===== src/rtl/assert_macros.svh =====
// ----------------------------------------------------------------------------
// assert_macros
// Assertion helpers for the RTL files.
// ----------------------------------------------------------------------------
`ifndef ASSERT_MACROS_SVH
`define ASSERT_MACROS_SVH

// Same-cycle implication.
`define MFCE_ASSERT_IMPL(label, clk, rst, ante, cons, msg) \
   label: assert property (@(posedge clk) disable iff (rst) (ante) |-> (cons)) \
      else $error(msg);

// Next-cycle implication.
`define MFCE_ASSERT_NEXT(label, clk, rst, ante, cons, msg) \
   label: assert property (@(posedge clk) disable iff (rst) (ante) |=> (cons)) \
      else $error(msg);

`endif


===== src/rtl/mfce_pkg.sv =====
// ----------------------------------------------------------------------------
// mfce_pkg
// Constants, types and face tables of the mesh face centroid engine.
// ----------------------------------------------------------------------------
package mfce_pkg;

   localparam int VERTEX_DEPTH = 65536;
   localparam int VERTEX_AW    = $clog2(VERTEX_DEPTH);
   localparam int COORD_WIDTH  = 32;
   localparam int COORD_W      = (COORD_WIDTH < 32) ? COORD_WIDTH : 32;
   localparam int FIELD_W      = 32;
   localparam int INDEX_W      = 16;
   localparam int COUNT_W      = 32;
   localparam int PAIR_W       = COORD_W + 1;
   localparam int SUM_W        = COORD_W + 2;

   localparam int NUM_AXES    = 3;
   localparam int NUM_CORNERS = 8;
   localparam int NUM_PAIRS   = 4;

   // Divide by three: one radix-16 digit per step, several steps per stage.
   localparam int DIV_STAGES       = 3;
   localparam int DIGITS           = (SUM_W + 3) / 4;
   localparam int DIGITS_PER_STAGE = (DIGITS + DIV_STAGES - 1) / DIV_STAGES;
   localparam int MAG_W            = DIV_STAGES * DIGITS_PER_STAGE * 4;
   localparam int AXIS_LATENCY     = DIV_STAGES + 2;

   // floor(v / 3) == (v * ONE_THIRD_MUL) >> ONE_THIRD_SHIFT for v < 128
   localparam int ONE_THIRD_MUL    = 43;
   localparam int ONE_THIRD_SHIFT  = 7;
   localparam int ONE_FOURTH_SHIFT = 2;

   typedef logic [VERTEX_AW-1:0]      vaddr_type;
   typedef logic signed [COORD_W-1:0] coord_type;
   typedef logic signed [PAIR_W-1:0]  pair_type;
   typedef logic signed [SUM_W-1:0]   sum_type;
   typedef logic [MAG_W-1:0]          mag_type;
   typedef logic [FIELD_W-1:0]        field_type;
   typedef logic [COUNT_W-1:0]        count_type;
   typedef logic [2:0]                etype_type;
   typedef logic [2:0]                slot_type;

   localparam logic [1:0] ACT_LOAD_X  = 2'd0;
   localparam logic [1:0] ACT_LOAD_Y  = 2'd1;
   localparam logic [1:0] ACT_LOAD_Z  = 2'd2;
   localparam logic [1:0] ACT_ELEMENT = 2'd3;

   localparam etype_type ETYPE_TRI   = 3'd0;
   localparam etype_type ETYPE_QUAD  = 3'd1;
   localparam etype_type ETYPE_TETRA = 3'd2;
   localparam etype_type ETYPE_PYRA  = 3'd3;
   localparam etype_type ETYPE_HEXA  = 3'd4;
   localparam etype_type ETYPE_PENTA = 3'd5;

   typedef struct packed {
      logic [NUM_CORNERS-1:0] mask;
      logic                   quad;
   } face_info_type;

   // Index of the last corner an element type reads.
   function automatic slot_type corner_last(input etype_type etype);
      case (etype)
         ETYPE_TRI:   return 3'd2;
         ETYPE_QUAD:  return 3'd3;
         ETYPE_TETRA: return 3'd3;
         ETYPE_PYRA:  return 3'd4;
         ETYPE_HEXA:  return 3'd7;
         ETYPE_PENTA: return 3'd5;
         default:     return 3'd0;
      endcase
   endfunction

   // Index of the last face of an element type.
   function automatic slot_type face_last(input etype_type etype);
      case (etype)
         ETYPE_TRI:   return 3'd0;
         ETYPE_QUAD:  return 3'd0;
         ETYPE_TETRA: return 3'd3;
         ETYPE_PYRA:  return 3'd4;
         ETYPE_HEXA:  return 3'd5;
         ETYPE_PENTA: return 3'd4;
         default:     return 3'd0;
      endcase
   endfunction

   // Corner set of one face, as a mask over the eight corners, and whether it is a quad.
   function automatic face_info_type face_info(input etype_type etype, input slot_type fidx);
      logic [NUM_CORNERS-1:0] mask;
      logic [3:0]             cnt;
      face_info_type          info;
      mask = '0;
      case (etype)
         ETYPE_TRI:  mask = 8'h07;
         ETYPE_QUAD: mask = 8'h0F;
         ETYPE_TETRA: begin
            case (fidx)
               3'd0:    mask = 8'h07;
               3'd1:    mask = 8'h0B;
               3'd2:    mask = 8'h0E;
               3'd3:    mask = 8'h0D;
               default: mask = '0;
            endcase
         end
         ETYPE_PYRA: begin
            case (fidx)
               3'd0:    mask = 8'h0F;
               3'd1:    mask = 8'h13;
               3'd2:    mask = 8'h16;
               3'd3:    mask = 8'h1C;
               3'd4:    mask = 8'h19;
               default: mask = '0;
            endcase
         end
         ETYPE_HEXA: begin
            case (fidx)
               3'd0:    mask = 8'h0F;
               3'd1:    mask = 8'hF0;
               3'd2:    mask = 8'h99;
               3'd3:    mask = 8'h66;
               3'd4:    mask = 8'h33;
               3'd5:    mask = 8'hCC;
               default: mask = '0;
            endcase
         end
         ETYPE_PENTA: begin
            case (fidx)
               3'd0:    mask = 8'h07;
               3'd1:    mask = 8'h38;
               3'd2:    mask = 8'h1B;
               3'd3:    mask = 8'h36;
               3'd4:    mask = 8'h2D;
               default: mask = '0;
            endcase
         end
         default: mask = '0;
      endcase
      cnt = '0;
      for (int i = 0; i < NUM_CORNERS; i++) begin
         cnt = cnt + {3'b000, mask[i]};
      end
      info.mask = mask;
      info.quad = (cnt == 4'd4);
      return info;
   endfunction

endpackage


===== src/rtl/mfce_axis_div.sv =====
// ----------------------------------------------------------------------------
// mfce_axis_div
// One axis of the centroid datapath: adds the four pair sums of a face and
// divides by three or four, truncating toward zero.
// ----------------------------------------------------------------------------
module mfce_axis_div (
   input  logic                 clock,
   input  logic                 advance,
   input  mfce_pkg::pair_type   pair_sum [mfce_pkg::NUM_PAIRS],
   input  logic                 quad_face,
   output mfce_pkg::field_type  center
);

   mfce_pkg::sum_type sum_ff, sum_in;
   logic              quad_s_ff;

   // index 0 is the magnitude stage, 1..DIV_STAGES the digit stages
   mfce_pkg::mag_type mag_ff  [mfce_pkg::DIV_STAGES+1];
   mfce_pkg::mag_type mag_in  [mfce_pkg::DIV_STAGES+1];
   mfce_pkg::mag_type quot_ff [mfce_pkg::DIV_STAGES+1];
   mfce_pkg::mag_type quot_in [mfce_pkg::DIV_STAGES+1];
   logic [1:0]        rem_ff  [mfce_pkg::DIV_STAGES+1];
   logic [1:0]        rem_in  [mfce_pkg::DIV_STAGES+1];
   logic              neg_ff  [mfce_pkg::DIV_STAGES+1];
   logic              neg_in  [mfce_pkg::DIV_STAGES+1];
   logic              quad_ff [mfce_pkg::DIV_STAGES+1];
   logic              quad_in [mfce_pkg::DIV_STAGES+1];

   logic [mfce_pkg::SUM_W-1:0] abs_sum;
   mfce_pkg::mag_type          result;

   always_comb begin
      sum_in = '0;
      for (int j = 0; j < mfce_pkg::NUM_PAIRS; j++) begin
         sum_in = sum_in + mfce_pkg::sum_type'(pair_sum[j]);
      end
   end

   // Magnitude stage; a quad face is finished here by a shift.
   always_comb begin
      abs_sum    = sum_ff[mfce_pkg::SUM_W-1] ? mfce_pkg::SUM_W'(-sum_ff)
                                             : mfce_pkg::SUM_W'(sum_ff);
      mag_in[0]  = mfce_pkg::mag_type'(abs_sum);
      quot_in[0] = quad_s_ff ? mfce_pkg::mag_type'(abs_sum >> mfce_pkg::ONE_FOURTH_SHIFT)
                             : '0;
      rem_in[0]  = 2'b00;
      neg_in[0]  = sum_ff[mfce_pkg::SUM_W-1];
      quad_in[0] = quad_s_ff;
   end

   for (genvar s = 1; s <= mfce_pkg::DIV_STAGES; s++) begin : g_stage
      always_comb begin : digit_steps
         mfce_pkg::mag_type m;
         mfce_pkg::mag_type q;
         logic [1:0]        r;
         logic [5:0]        v;
         logic [12:0]       prod;
         logic [3:0]        qd;
         logic [5:0]        rfull;
         m = mag_ff[s-1];
         q = quot_ff[s-1];
         r = rem_ff[s-1];
         for (int i = 0; i < mfce_pkg::DIGITS_PER_STAGE; i++) begin
            v     = {r, m[mfce_pkg::MAG_W-1 -: 4]};
            prod  = 13'(v) * 13'(mfce_pkg::ONE_THIRD_MUL);
            qd    = 4'(prod >> mfce_pkg::ONE_THIRD_SHIFT);
            rfull = v - 6'({2'b00, qd} * 6'd3);
            r     = rfull[1:0];
            m     = {m[mfce_pkg::MAG_W-5:0], 4'b0000};
            q     = {q[mfce_pkg::MAG_W-5:0], qd};
         end
         // quad faces pass straight through
         mag_in[s]  = quad_ff[s-1] ? mag_ff[s-1]  : m;
         quot_in[s] = quad_ff[s-1] ? quot_ff[s-1] : q;
         rem_in[s]  = quad_ff[s-1] ? rem_ff[s-1]  : r;
         neg_in[s]  = neg_ff[s-1];
         quad_in[s] = quad_ff[s-1];
      end
   end

   always_ff @(posedge clock) begin
      if (advance) begin
         sum_ff    <= sum_in;
         quad_s_ff <= quad_face;
         for (int k = 0; k <= mfce_pkg::DIV_STAGES; k++) begin
            mag_ff[k]  <= mag_in[k];
            quot_ff[k] <= quot_in[k];
            rem_ff[k]  <= rem_in[k];
            neg_ff[k]  <= neg_in[k];
            quad_ff[k] <= quad_in[k];
         end
      end
   end

   // Restore sign, keep coordinate width, sign-extend to the field.
   always_comb begin
      result = neg_ff[mfce_pkg::DIV_STAGES] ? -quot_ff[mfce_pkg::DIV_STAGES]
                                           : quot_ff[mfce_pkg::DIV_STAGES];
      center = mfce_pkg::field_type'(mfce_pkg::coord_type'(result[mfce_pkg::COORD_W-1:0]));
   end

endmodule


===== config.mk =====
export PLATFORM = sky130hd
export DESIGN_NAME = mfce_axis_div
export DESIGN_NICKNAME = d
export VERILOG_FILES = /design/src/rtl/assert_macros.svh /design/src/rtl/mfce_pkg.sv /design/src/rtl/mfce_axis_div.sv
export SDC_FILE = /design/constraint.sdc
export NUM_CORES = 1
export LEC_CHECK = 0
export ABC_AREA = 0
export BUFFER_PORTS_ARGS = -buffer_cell sky130_fd_sc_hd__buf_2
export CAP_MARGIN = 20
export CORE_AREA = 2 2 177 179
export DETAILED_ROUTE_END_ITERATION = 8
export DIE_AREA = 0 0 179 181
export HOLD_SLACK_MARGIN = 0.15
export PLACE_DENSITY = 0.8
export SYNTH_ARGS = -nofsm -noshare
export SYNTH_HDL_FRONTEND = slang
export SYNTH_SLANG_ARGS = --single-unit

===== constraint.sdc =====
create_clock -name clock -period 11.5 [get_ports clock]
set_input_delay 1.15 -clock clock [delete_from_list [all_inputs] [get_ports clock]]
set_output_delay 1.15 -clock clock [all_outputs]
set_load 0.03 [all_outputs]

# After elaboration in Yosys (flattened, before gate mapping)
# Memories as Yosys holds them, arrays and structs flattened.
# Cells that the tools add are included.
dict set report word_totals {
  regBits 35
  ramBits 304
  input_bits 135
  output_inout_bits 32
  word_cells 53
  mem_count 5
}
# name words word_bits read_ports rd_clocked_by_memory_dff write_ports line_no
set memory_table {}
lappend memory_table {mag_ff 4 36 3 0 4 mfce_axis_div.sv:18} ;# mfce_pkg::mag_type mag_ff [mfce_pkg::DIV_STAGES+1];
lappend memory_table {quot_ff 4 36 4 0 4 mfce_axis_div.sv:20} ;# mfce_pkg::mag_type quot_ff [mfce_pkg::DIV_STAGES+1];
lappend memory_table {rem_ff 4 2 3 0 4 mfce_axis_div.sv:22} ;# logic [1:0] rem_ff [mfce_pkg::DIV_STAGES+1];
lappend memory_table {neg_ff 4 1 4 0 4 mfce_axis_div.sv:24} ;# logic neg_ff [mfce_pkg::DIV_STAGES+1];
lappend memory_table {quad_ff 4 1 3 0 4 mfce_axis_div.sv:26} ;# logic quad_ff [mfce_pkg::DIV_STAGES+1];
dict set report classes {
  n_addsub 14
  mul 18
  muxes 14
}
# operator count
set op_table {}
lappend op_table {{36-bit 2-to-1 mux} 6}
lappend op_table {{6-bit by 6-bit multiplier with 11-bit output (second input constant)} 9}
lappend op_table {{34-bit by 33-bit adder with 34-bit output} 2}
lappend op_table {{32-bit 2-to-1 mux} 2}
lappend op_table {{4-bit by 2-bit multiplier with 2-bit output (second input constant)} 9}
lappend op_table {{33-bit by 33-bit adder with 34-bit output} 1}
lappend op_table {{34-bit 2-to-1 mux} 1}
lappend op_table {{34-bit negator} 1}
lappend op_table {{32-bit negator} 1}
lappend op_table {{2-bit subtractor} 9}
lappend op_table {{2-bit 2-to-1 mux} 3}
lappend op_table {{1-bit 2-to-1 mux} 2}

# Longest topological paths before layout
# An unclocked memory read counts as a cell.
dict set report logic_depth {
  ltp_word 11
  depth_mapped 53
  mapped_depth_nobuf 53
}

# Least setup slack after synthesis
# No wires, ideal clock.
dict set report synth_timing {
  path_type {reg2reg}
  start {memory mag_ff[1][33] in the netlist's numbering}
  end {memory rem_ff[2][1], data pin}
  setup_time_ns 0.268
  arrival_ns 10.206
  required_time_ns 11.232
  setup_slack_ns 1.025
  path_stages_with_launch 49
  path_buffers 0
  period_less_slack_ns 10.475
  path_cell_list {edfxtp_1 ha_1 inv_1 fa_1 inv_1 fa_1 ha_1 a2111oi_0 nor3_1 xnor2_1 inv_1 ha_1 inv_1 ha_1 xor2_1 ha_1 ha_1 fa_1 (+13 left out) xor2_1 inv_1 xnor2_1 ha_1 inv_1 fa_1 inv_1 ha_1 nand2_1 o211ai_1 xor2_1 ha_1 inv_1 ha_1 nor2_1 xnor2_1 xnor2_1 o21ai_0}
}
# element line_no
set synth_lines {}
lappend synth_lines {{from (decl)} mfce_axis_div.sv:18}
lappend synth_lines {{to (decl)} mfce_axis_div.sv:22}

==> Implementation_results.wiki <==
{| class="wikitable"
! Metric !! Value
|-
| Max Buffers Root-to-Sink || 3
|-
| Max-slew violation count || 0
|-
| Drt via density || around 5.5
|-
| TritonRoute pass-1 iters || 5
|-
| DRC violation count after routing || 0
|-
| Area of all sequential standard cells || 0.007327 mm^2
|-
| Highest Clock Rate || 0.09287 GHz
|-
| Req. time, crit path || around 12000 ps
|-
| DR iter-0 viols || approximately 550
|-
| Number of enable flip-flop cells after synthesis || roughly 240
|-
| Outcome || finished clean
|-
| Cell taking the most area after synthesis || edfxtp_1
|-
| Classification of the worst-slack hold path || reg2reg
|-
| Die extent in x || ~180 um
|-
| Fillers || roughly 2100
|-
| Synthesized area per cell || approximately 12 um^2
|-
| Setup Viol. Count Final || 0
|-
| Final weighted congestion of routability-driven global placement || 0.8734
|-
| Cell count after synthesis || around 1500
|-
| Crit path DAT || about 11000 ps
|-
| Worst setup path class || reg2reg
|-
| Number of maximum-capacitance violations || 0
|-
| Post-route clock skew || approximately 22 ps
|-
| Critical path's most frequent cell || ha_1
|-
| Warning count from the yosys run || 0
|-
| Final Net Count || 2161
|-
| Sequential-to-total area share from yosys stat || 0.3976
|-
| Number of unique standard cell types used by synthesis || 65
|-
| P&R area growth vs syn || 11.88%
|-
| # rows || 64
|-
| Final std cells w/o fill || 2100
|-
| Clock sink count || 244
|-
| Post-placement cell count || 2047
|-
| Worst-case headroom to the max-slew limit || 0.3375
|-
| Final Critical Period || about 11000 ps
|-
| Insertion delay of the later-clocked pin in the worst-skew pair || 530 ps
|-
| Max incr delay on CP || about 520 ps
|-
| Area of the multi-input gates || 0.01045 mm^2
|-
| Top-area cell type share of the netlist area || 0.3976
|-
| Vias || 11650
|-
| Global routing usage summed across all routing layers || 0.2131
|-
| Clock transition time at the flip-flop clock pins of the worst setup and hold paths || approximately 60 ps
|-
| Overall die height || around 180 um
|-
| Total standard cell area after synthesis || around 0.018 mm^2
|-
| Antenna Nets Post-Route || 0
|-
| Port Buffer Count || between 150 and 200
|-
| Number of buffers created by CTS || 25
|-
| Most used standard cells in the synthesized netlist || 244 x edfxtp_1, 241 x ha_1, 152 x inv_1
|-
| Leading post-synthesis cells by cell area || edfxtp_1 40%, ha_1 16%, fa_1 11%
|-
| Pre-CTS setup slack || ~240 ps
|-
| Most used flip-flop cell after synthesis || edfxtp_1
|-
| Routed length per placed instance || 16.00 um
|-
| Crit-path slowest cell || fa_1
|-
| Most common cell in the synthesized netlist || edfxtp_1
|-
| Wire length of the first global-routing pass || roughly 56000 um
|-
| Peak fanout along the critical path || 5
|-
| Fraction of the cycle the final worst path needs || 0.9363
|-
| Initial antenna violation count || 0
|-
| Worst Setup Start Kind || flop
|-
| Initial core utilization || 0.6073
|-
| Core box area || ~0.03 mm^2
|-
| #FFs+latches synth || about 240
|-
| Buffer cell driving the clock tree root || clkbuf_16
|-
| Largest net degree at the start of global routing || 86
|-
| Floorplan die area || 0.03240 mm^2
|-
| CTS Hold Buffers Added || 0
|-
| Fraction of layout cells with a size suffix above 1 || 0.2077
|-
| Total congestion overflow || 0
|-
| TritonCTS clock tree || yes
|-
| Count of H-tree levels built during CTS || 1
|-
| Worst Tran Pin Value || around 990 ps
|-
| I/O pin cnt || 167
|-
| Final WS setup || 732.0 ps
|-
| Detailed Place HPWL || about 26000 um
|-
| Net Count, Synth || between 1500 and 2000
|-
| Total wirelength of the detailed-routed design || approximately 34000 um
|-
| Final Hold Violating Endpoints || 0
|-
| Endpoint type of the worst setup path || flop
|-
| Share of flip-flops with an asynchronous set or reset || 0
|-
| Vias in the first global route || ~12000
|-
| Number of antenna cells inserted || 0
|}
critical path, delay by kind of cell (launching register included):
kind	cells	cell delay, ps
buf+inv	8	510
flops	1	450
simple gates	8	1060
compound gates	6	1440
fa+ha+maj	16	5230
xor+xnor	9	1750
final timing paths:
kind                                               from                endpoint  slack, ps  cells after the start
worst max-delay path            mag_ff[1][33]$_DFFE_PP_  rem_ff[2][1]$_DFFE_PP_        730                     47
worst min register to register      neg_ff[0]$_DFFE_PP_     neg_ff[1]$_DFFE_PP_        420                      0
worst min-delay path                neg_ff[0]$_DFFE_PP_     neg_ff[1]$_DFFE_PP_        420                      0
worst max register to register  mag_ff[1][33]$_DFFE_PP_  rem_ff[2][1]$_DFFE_PP_        730                     47
final cells by class:
class	count	share of cell area
well taps	396	0.02403
flip-flops and latches	244	0.3553
clock inverters	13	0.007949
repair buffers	183	0.04697
clock buffers	31	0.03143
multi-input cells	1081	0.5066
inverters	152	0.02767
flip-flops by register name, summed over array words and instances, names as in the netlist:
register / flops
quot_ff: 128
mag_ff: 70
sum_ff: 34
neg_ff: 4
rem_ff: 4
quad_ff: 3
quad_s_ff: 1
per-layer routing:
layer,up-vias,part of all wire,global-route usage
met5,-,0,0
met4,0,0.017,0.04553
met3,45,0.041,0.02525
met2,279,0.52,0.3974
met1,5569,0.42,0.2624
li1,5758,-,-
cell usage in the layout, fill, tap and decap left out, types with 16 or more instances in the layout:
cell type and instances:
edfxtp_1 244, ha_1 241, buf_2 165, inv_1 152, xnor2_1 128, mux2_2 108, fa_1 98, nand2_1 72
o21ai_0 54, a21oi_1 49, nor2_1 45, and2_1 37, xor2_1 33, clkbuf_16 25, nor3_1 22, buf_4 17
o31ai_1 16
metrics by stage:
stage	hold slack (ps)	TNS (ps)	instance area [um^2]	utilization
finish	419.5	0	20620	0.6794
global route	436.6	-33.73	20620	0.6794
CTS	420.3	0	20510	0.6758
detailed placement	406.2	0	19700	0.6490
global placement	404.6	0	19700	0.6490
floorplan	400.3	0	18430	-
kinds of logic (layout without fill, tap and decap cells):
group / count (synthesis) / in the layout / share of synthesized area
adder cells (fa/ha/maj): 339 / 339 / 0.2701
AND/OR/NAND/NOR: 265 / 265 / 0.07590
AO/OA/AOI/OAI: 202 / 202 / 0.07149
multiplexers: 111 / 111 / 0.06762
flip-flops: 244 / 244 / 0.3976
buffers and inverters: 185 / 379 / 0.03795
XOR/XNOR: 164 / 164 / 0.07943
repair_timing:
item                       CTS  global route
resized for setup            0             8
buffers inserted             0             9
setup endpoints to repair    0             2
Power is not shown: default switching activity piles up to over one toggle a cycle in this logic, so the estimate is an artifact.
